==> src/hdl/tptt_pkg.sv <==
// Shared types and constants for the token throughput and phase tracker.
// Used by the channel interfaces and the top level. No dependencies.
package tptt_pkg;

	localparam int COUNT_W = 48;
	localparam int TPS_W = 30;
	localparam int ACTREQ_W = 16;
	localparam int FRAC_BITS = 8;
	localparam int HALF_W = COUNT_W / 2;
	localparam int MUL_W = HALF_W + TPS_W;
	localparam int PROD_W = COUNT_W + TPS_W;
	localparam int NUM_W = PROD_W + FRAC_BITS;
	localparam int HIGH_W = NUM_W - COUNT_W;
	localparam int CNT_W = $clog2(COUNT_W);

	localparam logic [TPS_W-1:0] TPS_RESET = TPS_W'(1000000);
	localparam logic [COUNT_W-1:0] COUNT_MAX = '1;

	localparam logic [1:0] ACT_IDLE = 2'd0;
	localparam logic [1:0] ACT_PROMPT = 2'd1;
	localparam logic [1:0] ACT_GEN = 2'd2;

	typedef struct packed {
		logic [COUNT_W-1:0]  prompt_total;
		logic [COUNT_W-1:0]  generation_total;
		logic [ACTREQ_W-1:0] active_requests;
		logic [COUNT_W-1:0]  sample_time;
		logic                clear;
	} sample_t;

	typedef struct packed {
		logic [COUNT_W-1:0] processing_rate;
		logic [COUNT_W-1:0] generation_rate;
		logic [1:0]         activity;
	} result_t;

	// saturating add at the count width
	function automatic logic [COUNT_W-1:0] sat_add(input logic [COUNT_W-1:0] a,
			input logic [COUNT_W-1:0] b);
		logic [COUNT_W:0] s;
		s = {1'b0, a} + {1'b0, b};
		return s[COUNT_W] ? COUNT_MAX : s[COUNT_W-1:0];
	endfunction

endpackage

==> src/hdl/tptt_sample_if.sv <==
// Sample channel: valid/ready handshake carrying one sample item.
// Depends on tptt_pkg for the payload type.
interface tptt_sample_if;
	logic              valid;
	logic              ready;
	tptt_pkg::sample_t data;
	modport source (output valid, output data, input ready);
	modport sink (input valid, input data, output ready);
endinterface

==> src/hdl/tptt_result_if.sv <==
// Result channel: valid/ready handshake carrying one rate/phase item.
// Depends on tptt_pkg for the payload type.
interface tptt_result_if;
	logic              valid;
	logic              ready;
	tptt_pkg::result_t data;
	modport source (output valid, output data, input ready);
	modport sink (input valid, input data, output ready);
endinterface

==> src/hdl/tptt_cfg_if.sv <==
// Configuration write channel: valid/ready carrying ticks_per_second.
// Depends on tptt_pkg for the data width.
interface tptt_cfg_if;
	logic                          valid;
	logic                          ready;
	logic [tptt_pkg::TPS_W-1:0]    data;
	modport source (output valid, output data, input ready);
	modport sink (input valid, input data, output ready);
endinterface

==> src/hdl/token_throughput_phase_tracker.sv <==
// Token throughput and phase tracker: top level with sequencer and shared
// multiply / divide datapath. Depends on tptt_pkg and the three channel
// interfaces (tptt_sample_if, tptt_result_if, tptt_cfg_if).
//
// Usage:
//   sample  - sink channel; one item per counter sample. Ready is high only
//             while the sequencer is idle.
//   result  - source channel; exactly one item per sample: processing and
//             generation rates (tokens/s, 8 fraction bits, saturated), phase.
//   cfg     - write channel for ticks_per_second; always ready, write it
//             only while no sample is in flight.
// Sequence: a sample that recomputes no rate passes ST_CHECK and ST_FINISH
// into the result register. Each recomputed rate runs on the one shared
// unit: two 24x30 multiply passes, one 78-bit sum, up to 48 restoring
// divide steps. The divide loop dominates the worst case, in which both
// rates are recomputed.
// Reset: all kept sums, flags and rates clear, ticks_per_second returns to
// 1000000, the result register empties.
// Stall: a finished result waits in the output register; the next sample
// is taken meanwhile, but its result holds until the register frees.
module token_throughput_phase_tracker (
	input  logic                   clk,
	input  logic                   arst_n,
	tptt_sample_if.sink            sample,
	tptt_result_if.source          result,
	tptt_cfg_if.sink               cfg
);

	typedef enum logic [2:0] {
		ST_IDLE,
		ST_CHECK,
		ST_MUL_LO,
		ST_MUL_HI,
		ST_SUM,
		ST_DIV,
		ST_FINISH
	} state_t;

	state_t state_q;

	// configuration
	logic [tptt_pkg::TPS_W-1:0] tps_q;

	// captured sample
	tptt_pkg::sample_t in_q;

	// kept tracker state
	logic seen_first_q, was_active_q, gen_begun_q;
	logic [tptt_pkg::COUNT_W-1:0] last_p_q, last_g_q, last_time_q;
	logic [tptt_pkg::COUNT_W-1:0] psum_q, pticks_q, gsum_q, gticks_q;
	logic [tptt_pkg::COUNT_W-1:0] pavg_q, gavg_q;
	logic [1:0] activity_q;
	logic need_p_q, need_g_q;

	// shared rate unit
	logic rate_sel_q;                             // 0 prompt, 1 generation
	logic [tptt_pkg::MUL_W-1:0] lo_q, hi_q;
	logic [tptt_pkg::COUNT_W-1:0] rem_q, num_q;
	logic [tptt_pkg::CNT_W-1:0] div_cnt_q;

	// output register
	logic out_valid_q;
	tptt_pkg::result_t out_q;

	// ---- sample decision logic (used in ST_CHECK) ----
	logic act, restart, accum, gb_next;
	logic [tptt_pkg::COUNT_W-1:0] pd, gd, el;

	assign act = |in_q.active_requests;
	assign pd = in_q.prompt_total - last_p_q;
	assign gd = in_q.generation_total - last_g_q;
	assign el = in_q.sample_time - last_time_q;      // wraps mod 2^48
	assign restart = in_q.clear || !seen_first_q ||
		(in_q.prompt_total < last_p_q) || (in_q.generation_total < last_g_q);
	assign accum = (act || was_active_q) && (el != '0);
	// new activity drops the generating flag; a generation delta sets it
	assign gb_next = (gen_begun_q && !(act && !was_active_q)) || (accum && (gd != '0));

	// ---- shared multiplier and divide step ----
	logic [tptt_pkg::COUNT_W-1:0] tok_sel, tick_sel;
	logic [tptt_pkg::HALF_W-1:0] mul_a;
	logic [tptt_pkg::MUL_W-1:0] mul_p;
	logic [tptt_pkg::PROD_W-1:0] prod;
	logic [tptt_pkg::HIGH_W-1:0] num_high;
	logic [tptt_pkg::COUNT_W-1:0] num_low;
	logic [tptt_pkg::COUNT_W:0] trial;
	logic [tptt_pkg::COUNT_W-1:0] trial_sub;
	logic trial_ok;

	assign tok_sel = rate_sel_q ? gsum_q : psum_q;
	assign tick_sel = rate_sel_q ? gticks_q : pticks_q;
	assign mul_a = (state_q == ST_MUL_HI) ? tok_sel[tptt_pkg::COUNT_W-1:tptt_pkg::HALF_W]
		: tok_sel[tptt_pkg::HALF_W-1:0];
	assign mul_p = tptt_pkg::MUL_W'(mul_a) * tptt_pkg::MUL_W'(tps_q);

	// product times 2^FRAC, split at the quotient width
	assign prod = {hi_q, {tptt_pkg::HALF_W{1'b0}}} + tptt_pkg::PROD_W'(lo_q);
	assign num_high = prod[tptt_pkg::PROD_W-1:tptt_pkg::COUNT_W-tptt_pkg::FRAC_BITS];
	assign num_low = {prod[tptt_pkg::COUNT_W-tptt_pkg::FRAC_BITS-1:0],
		{tptt_pkg::FRAC_BITS{1'b0}}};

	// one restoring step: shift in the next dividend bit, try to subtract;
	// a kept difference is below the divisor, so the count width holds it
	assign trial = {rem_q, num_q[tptt_pkg::COUNT_W-1]};
	assign trial_sub = trial[tptt_pkg::COUNT_W-1:0] - tick_sel;
	assign trial_ok = (trial >= {1'b0, tick_sel});

	assign sample.ready = (state_q == ST_IDLE);
	assign cfg.ready = 1'b1;
	assign result.valid = out_valid_q;
	assign result.data = out_q;

	always_ff @(posedge clk or negedge arst_n) begin
		if (!arst_n) begin
			state_q <= ST_IDLE;
			tps_q <= tptt_pkg::TPS_RESET;
			in_q <= '0;
			seen_first_q <= 1'b0;
			was_active_q <= 1'b0;
			gen_begun_q <= 1'b0;
			last_p_q <= '0;
			last_g_q <= '0;
			last_time_q <= '0;
			psum_q <= '0;
			pticks_q <= '0;
			gsum_q <= '0;
			gticks_q <= '0;
			pavg_q <= '0;
			gavg_q <= '0;
			activity_q <= tptt_pkg::ACT_IDLE;
			need_p_q <= 1'b0;
			need_g_q <= 1'b0;
			rate_sel_q <= 1'b0;
			lo_q <= '0;
			hi_q <= '0;
			rem_q <= '0;
			num_q <= '0;
			div_cnt_q <= '0;
			out_valid_q <= 1'b0;
			out_q <= '0;
		end else begin
			if (cfg.valid) begin
				tps_q <= cfg.data;
			end
			// load a finished item, else drop the result once taken
			if ((state_q == ST_FINISH) && (!out_valid_q || result.ready)) begin
				out_valid_q <= 1'b1;
			end else if (result.ready) begin
				out_valid_q <= 1'b0;
			end

			case (state_q)
				ST_IDLE: begin
					if (sample.valid) begin
						in_q <= sample.data;
						state_q <= ST_CHECK;
					end
				end
				ST_CHECK: begin
					was_active_q <= act;
					last_p_q <= in_q.prompt_total;
					last_g_q <= in_q.generation_total;
					last_time_q <= in_q.sample_time;
					if (restart) begin
						// drop all kept state and restart from this sample
						seen_first_q <= 1'b1;
						gen_begun_q <= 1'b0;
						psum_q <= '0;
						pticks_q <= '0;
						gsum_q <= '0;
						gticks_q <= '0;
						pavg_q <= '0;
						gavg_q <= '0;
						need_p_q <= 1'b0;
						need_g_q <= 1'b0;
						activity_q <= act ? tptt_pkg::ACT_PROMPT : tptt_pkg::ACT_IDLE;
						state_q <= ST_FINISH;
					end else begin
						gen_begun_q <= gb_next;
						activity_q <= !act ? tptt_pkg::ACT_IDLE
							: (gb_next ? tptt_pkg::ACT_GEN : tptt_pkg::ACT_PROMPT);
						need_p_q <= accum && (pd != '0);
						need_g_q <= accum && gb_next;
						if (accum && (pd != '0)) begin
							psum_q <= tptt_pkg::sat_add(psum_q, pd);
							pticks_q <= tptt_pkg::sat_add(pticks_q, el);
						end
						if (accum && gb_next) begin
							gsum_q <= tptt_pkg::sat_add(gsum_q, gd);
							gticks_q <= tptt_pkg::sat_add(gticks_q, el);
						end
						if (accum && (pd != '0)) begin
							rate_sel_q <= 1'b0;
							state_q <= ST_MUL_LO;
						end else if (accum && gb_next) begin
							rate_sel_q <= 1'b1;
							state_q <= ST_MUL_LO;
						end else begin
							state_q <= ST_FINISH;
						end
					end
				end
				ST_MUL_LO: begin
					lo_q <= mul_p;
					state_q <= ST_MUL_HI;
				end
				ST_MUL_HI: begin
					hi_q <= mul_p;
					state_q <= ST_SUM;
				end
				ST_SUM: begin
					if (tptt_pkg::COUNT_W'(num_high) >= tick_sel) begin
						// quotient needs more than the count width: saturate
						if (rate_sel_q) begin
							gavg_q <= tptt_pkg::COUNT_MAX;
						end else begin
							pavg_q <= tptt_pkg::COUNT_MAX;
						end
						if (!rate_sel_q && need_g_q) begin
							rate_sel_q <= 1'b1;
							state_q <= ST_MUL_LO;
						end else begin
							state_q <= ST_FINISH;
						end
					end else begin
						rem_q <= tptt_pkg::COUNT_W'(num_high);
						num_q <= num_low;
						div_cnt_q <= tptt_pkg::CNT_W'(tptt_pkg::COUNT_W - 1);
						state_q <= ST_DIV;
					end
				end
				ST_DIV: begin
					// quotient bits shift in as dividend bits shift out
					rem_q <= trial_ok ? trial_sub : trial[tptt_pkg::COUNT_W-1:0];
					num_q <= {num_q[tptt_pkg::COUNT_W-2:0], trial_ok};
					div_cnt_q <= div_cnt_q - 1'b1;
					if (div_cnt_q == '0) begin
						if (rate_sel_q) begin
							gavg_q <= {num_q[tptt_pkg::COUNT_W-2:0], trial_ok};
						end else begin
							pavg_q <= {num_q[tptt_pkg::COUNT_W-2:0], trial_ok};
						end
						if (!rate_sel_q && need_g_q) begin
							rate_sel_q <= 1'b1;
							state_q <= ST_MUL_LO;
						end else begin
							state_q <= ST_FINISH;
						end
					end
				end
				ST_FINISH: begin
					// hold until the output register is free
					if (!out_valid_q || result.ready) begin
						out_q.processing_rate <= pavg_q;
						out_q.generation_rate <= gavg_q;
						out_q.activity <= activity_q;
						state_q <= ST_IDLE;
					end
				end
				default: begin
					state_q <= ST_IDLE;
				end
			endcase
		end
	end

endmodule

==> src/flat_wrapper.sv <==
// flat-port wrapper written by rule: the top's interface ports become plain ports
module token_throughput_phase_tracker_flat 
  (clk, arst_n, sample_valid, sample_data, sample_ready, result_valid, result_data, result_ready, cfg_valid, cfg_data, cfg_ready);
  tptt_sample_if sample_i ();
  tptt_result_if result_i ();
  tptt_cfg_if cfg_i ();
  input  logic clk;
  input  logic arst_n;
  input wire logic [$bits(sample_i.valid)-1:0] sample_valid;
  input wire logic [$bits(sample_i.data)-1:0] sample_data;
  output wire logic [$bits(sample_i.ready)-1:0] sample_ready;
  output wire logic [$bits(result_i.valid)-1:0] result_valid;
  output wire logic [$bits(result_i.data)-1:0] result_data;
  input wire logic [$bits(result_i.ready)-1:0] result_ready;
  input wire logic [$bits(cfg_i.valid)-1:0] cfg_valid;
  input wire logic [$bits(cfg_i.data)-1:0] cfg_data;
  output wire logic [$bits(cfg_i.ready)-1:0] cfg_ready;
  assign sample_i.valid = sample_valid;
  assign sample_i.data = sample_data;
  assign sample_ready = sample_i.ready;
  assign result_valid = result_i.valid;
  assign result_data = result_i.data;
  assign result_i.ready = result_ready;
  assign cfg_i.valid = cfg_valid;
  assign cfg_i.data = cfg_data;
  assign cfg_ready = cfg_i.ready;
  token_throughput_phase_tracker u_core (.clk(clk), .arst_n(arst_n), .sample(sample_i), .result(result_i), .cfg(cfg_i));
endmodule
==> config.mk <==
export PLATFORM = sky130hd
export DESIGN_NAME = token_throughput_phase_tracker_flat
export DESIGN_NICKNAME = d
export VERILOG_FILES = /design/src/hdl/tptt_pkg.sv /design/src/hdl/tptt_sample_if.sv /design/src/hdl/tptt_result_if.sv /design/src/hdl/tptt_cfg_if.sv /design/src/hdl/token_throughput_phase_tracker.sv /design/src/flat_wrapper.sv
export SDC_FILE = /design/constraint.sdc
export NUM_CORES = 2
export LEC_CHECK = 0
export ABC_AREA = 1
export BUFFER_PORTS_ARGS = -buffer_cell sky130_fd_sc_hd__buf_2
export CORE_UTILIZATION = 30
export DETAILED_ROUTE_END_ITERATION = 7
export SYNTH_ARGS = -nofsm -noshare
export SYNTH_HDL_FRONTEND = slang
export SYNTH_SLANG_ARGS = --single-unit
export TNS_END_PERCENT = 30
==> constraint.sdc <==
create_clock -name clk -period 19.1 [get_ports clk]
set_input_delay 0.955 -clock clk [delete_from_list [all_inputs] [get_ports clk]]
set_output_delay 0.955 -clock clk [all_outputs]
set_load 0.005 [all_outputs]
==> key figures <==
Global routing
  • First-pass GRT wire length: about 500 mm
  • Vias in the first global route: 81860
  • GRT Resource Usage Total: 0.2010
  • Initial antenna violation count: 10
  • Largest net degree at the start of global routing: around 140
  • Global route overflow: 0

Synthesis
  • Yosys cell types: 59
  • #FFs+latches synth: approximately 940
  • Syn_nets: 14550
  • Post-Synthesis Cell Area: 92330 sq um
  • Commonest register cell after synthesis: dfrtp_1
  • Mapped Cells: about 13000
  • EDFF count, synth: 0
  • Count leader, synth: nand2_1
  • Synth async-reset ratio: 1.000
  • Cell taking the most area after synthesis: dfrtp_1
  • Avg Cell Area, Syn: slightly above 7 sq um
  • Top cells by count, synth: nand2_1, inv_1, nor2_1
  • Area fraction of the dominant cell type after synthesis: 0.2534
  • Sequential area share after synthesis: 0.2554
  • Yosys Warn Count: 0
  • Area contributors post-synth: dfrtp_1, nand2_1, fa_1

STA
  • Period utilisation layout: 0.5156
  • Skew final: around 0.10 ns
  • Unrepaired setup endpoints after global routing: no
  • Tmin final: between 9 and 10 ns
  • Slew headroom: 0.1734
  • Slew Limit Fails: 0
  • Fmax: slightly above 0.1 GHz
  • Worst Tran Pin Value: roughly 1.2 ns
  • Final Setup Violations: 0
  • Hold Vio Cnt, Final: 0
  • Fin Setup TNS: 0 ns

Routing
  • Wire length per cell: around 18 microns
  • Number of vias per cell: 4.920
  • Final WL: approximately 320 mm
  • Vias: 85560
  • Final ANT Viol Nets: 0
  • Drt initial violations: roughly 7300
  • DRC violations left: 0
  • Drt pass-1 iters: 6

Placement
  • Hpwl dp: approximately 250 mm
  • Gp weighted congestion: 0.9715
  • Port Buffers: approximately 300

Finish
  • Area growth from synthesis to layout: 10.62%
  • # fillers: ~33000
  • Share of layout cells above drive strength 1: 0.05811
  • Layout net count: ~15000

Clock network
  • # H-tree levels: 3
  • CTS tree: yes
  • Clock slew seen by the registers of the worst setup and hold paths: approximately 0.060 ns
  • Post CTS Setup Buffer Count: 0
  • CTS buffer count: around 110
  • CTS resizes: 0
  • Clock Latency Late Sink: around 0.80 ns
  • Clock sinks: approximately 940
  • Root cell of the clock tree: clkbuf_16
  • Hold-fix buffers, CTS: 0
  • CTS max path bufs: 3

Die
  • Total core area: between 300000 and 400000 sq um
  • IO Pins: around 300
  • Die Span Y: between 500 and 600 microns
  • Num rows: approximately 200
  • Chip Width: about 560 microns
  • Die ar.: around 310000 sq um
  • Initial Util: 0.3017

Worst setup path
  • Critical path's top delay family: adder cells
  • Critical Path Start Type: flop
  • CP required: just under 20 ns
  • Crit Path Class: reg2reg
  • CP arrival: roughly 10 ns
  • Worst reg2reg setup slack: approximately 9.3 ns
  • Worst setup EP type: flop
  • Largest stage delay on the critical path: about 0.64 ns
  • CP dominant cell by count: inv_1
  • Crit path buffers/inverters: 12
  • Max FO, Critical Path: a little under 80
  • CP max-delay cell: buf_4

Run
  • Max cap viols: 0

Status
  • Outcome: complete, no violations

Worst hold path
  • Hold WC Path Type: in2async
[routing by layer]
metal,part of all wire,wire (microns),vias up,GRT usage
met2,0.42,133200,2950,0.3044
met1,0.47,149000,40700,0.2926
li1,-,-,41430,-
met5,0.000041,13,-,0
met3,0.073,22980,476,0.02975
met4,0.032,10250,2,0.06049
[kinds of logic (layout without fill, tap and decap cells)]
group,count (synthesis),after routing,share of synthesized area
and+or+nand+nor,5648,5648,0.2488
buffers and inverters,2808,2999,0.1154
AOI/OAI and AO/OA,2076,2076,0.1221
adders and majority gates,1256,1256,0.2209
DFF,942,942,0.2554
xor gates and xnor gates,233,233,0.02210
muxes,131,131,0.01538
other,1,6,0.00004061
[state kept, by name, summed over array words and instances (netlist names), 2 cells and up]
signal,flops
u_core.gavg_q,48
u_core.psum_q,48
u_core.pticks_q,48
u_core.result.data,98
u_core.gsum_q,48
u_core.pavg_q,48
u_core.activity_q,2
u_core.last_p_q,48
u_core.gticks_q,48
u_core.lo_q,54
u_core.last_time_q,48
u_core.state_q,3
u_core.in_q,161
u_core.num_q,48
u_core.rem_q,48
u_core.hi_q,54
u_core.last_g_q,48
u_core.tps_q,30
u_core.div_cnt_q,6
[area by class of cell]
cell class	instances	area [sq um]	share of cell area
Antenna cell	5	12.51	0.0001225
Clock buffer	144	3072	0.03007
Clock inverter	61	930.9	0.009114
Inverter	2409	9045	0.08856
Multi-Input combinational cell	9345	58190	0.5697
Sequential cell	942	23590	0.2309
Tap cell	4100	5130	0.05023
Timing Repair Buffer	385	2175	0.02129
[worst register-to-register path: cells and delay by family, from the launching register on]
kind,cells,cell delay [ns]
DFF,1,0.53
AOI/OAI and AO/OA,7,1.74
adders and majority gates,8,3.99
buffers and inverters,12,2.37
and+or+nand+nor,9,1.16
[path summary, 6_finish.rpt]
path                       cells past startpoint                              end                             from
setup / recovery                              36      u_core.hi_q[48]$_DFFE_PN0P_    u_core.state_q[0]$_DFFE_PN0P_
hold / removal                                 1     u_core.gavg_q[1]$_DFFE_PN0P_                           arst_n
setup reg to reg                              36      u_core.hi_q[48]$_DFFE_PN0P_    u_core.state_q[0]$_DFFE_PN0P_
hold reg to reg                                2  u_core.seen_first_q$_DFFE_PN0P_  u_core.seen_first_q$_DFFE_PN0P_
max in group asynchronous                      5  u_core.last_g_q[25]$_DFFE_PN0P_                           arst_n
min in group clk                               3     u_core.tps_q[13]$_DFFE_PN0P_                     cfg_data[13]
[through the flow]
step           instances  hold slack, ns  worst slack, ns    util  area (sq um)
2_1_floorplan      13100          0.4225            11.49       -         92330
3_3_place_gp       17180          0.4432            9.433  0.3206         98120
3_5_place_dp       17180          0.4476            9.370  0.3206         98120
4_1_cts            17390          0.2948            9.369  0.3337        102100
5_1_grt            17390          0.3430            8.742  0.3337        102100
6_report           17390          0.2520            9.253  0.3337        102100
[cell usage in the layout, fill, tap and decap left out, drive strengths merged, types with 33 or more instances in the layout]
cell | Yosys | final
ha | 633 | 633
dfrtp | 935 | 935
o21a | 65 | 65
or2 | 67 | 67
a31oi | 129 | 129
mux2i | 44 | 44
nand2 | 3325 | 3325
nand4 | 112 | 112
clkinv | 14 | 41
nand3b | 51 | 51
mux2 | 87 | 87
a21oi | 735 | 735
xor2 | 130 | 130
nor3 | 81 | 81
xnor2 | 103 | 103
nor2 | 1274 | 1274
clkbuf | 324 | 144
nand3 | 685 | 685
buf | 75 | 385
o21bai | 38 | 38
fa | 623 | 623
inv | 2395 | 2407
o21ai | 942 | 942
o211ai | 54 | 54
nor4 | 33 | 33
Power is not shown: default switching activity piles up to over one toggle a cycle in this logic, so the estimate is an artifact.
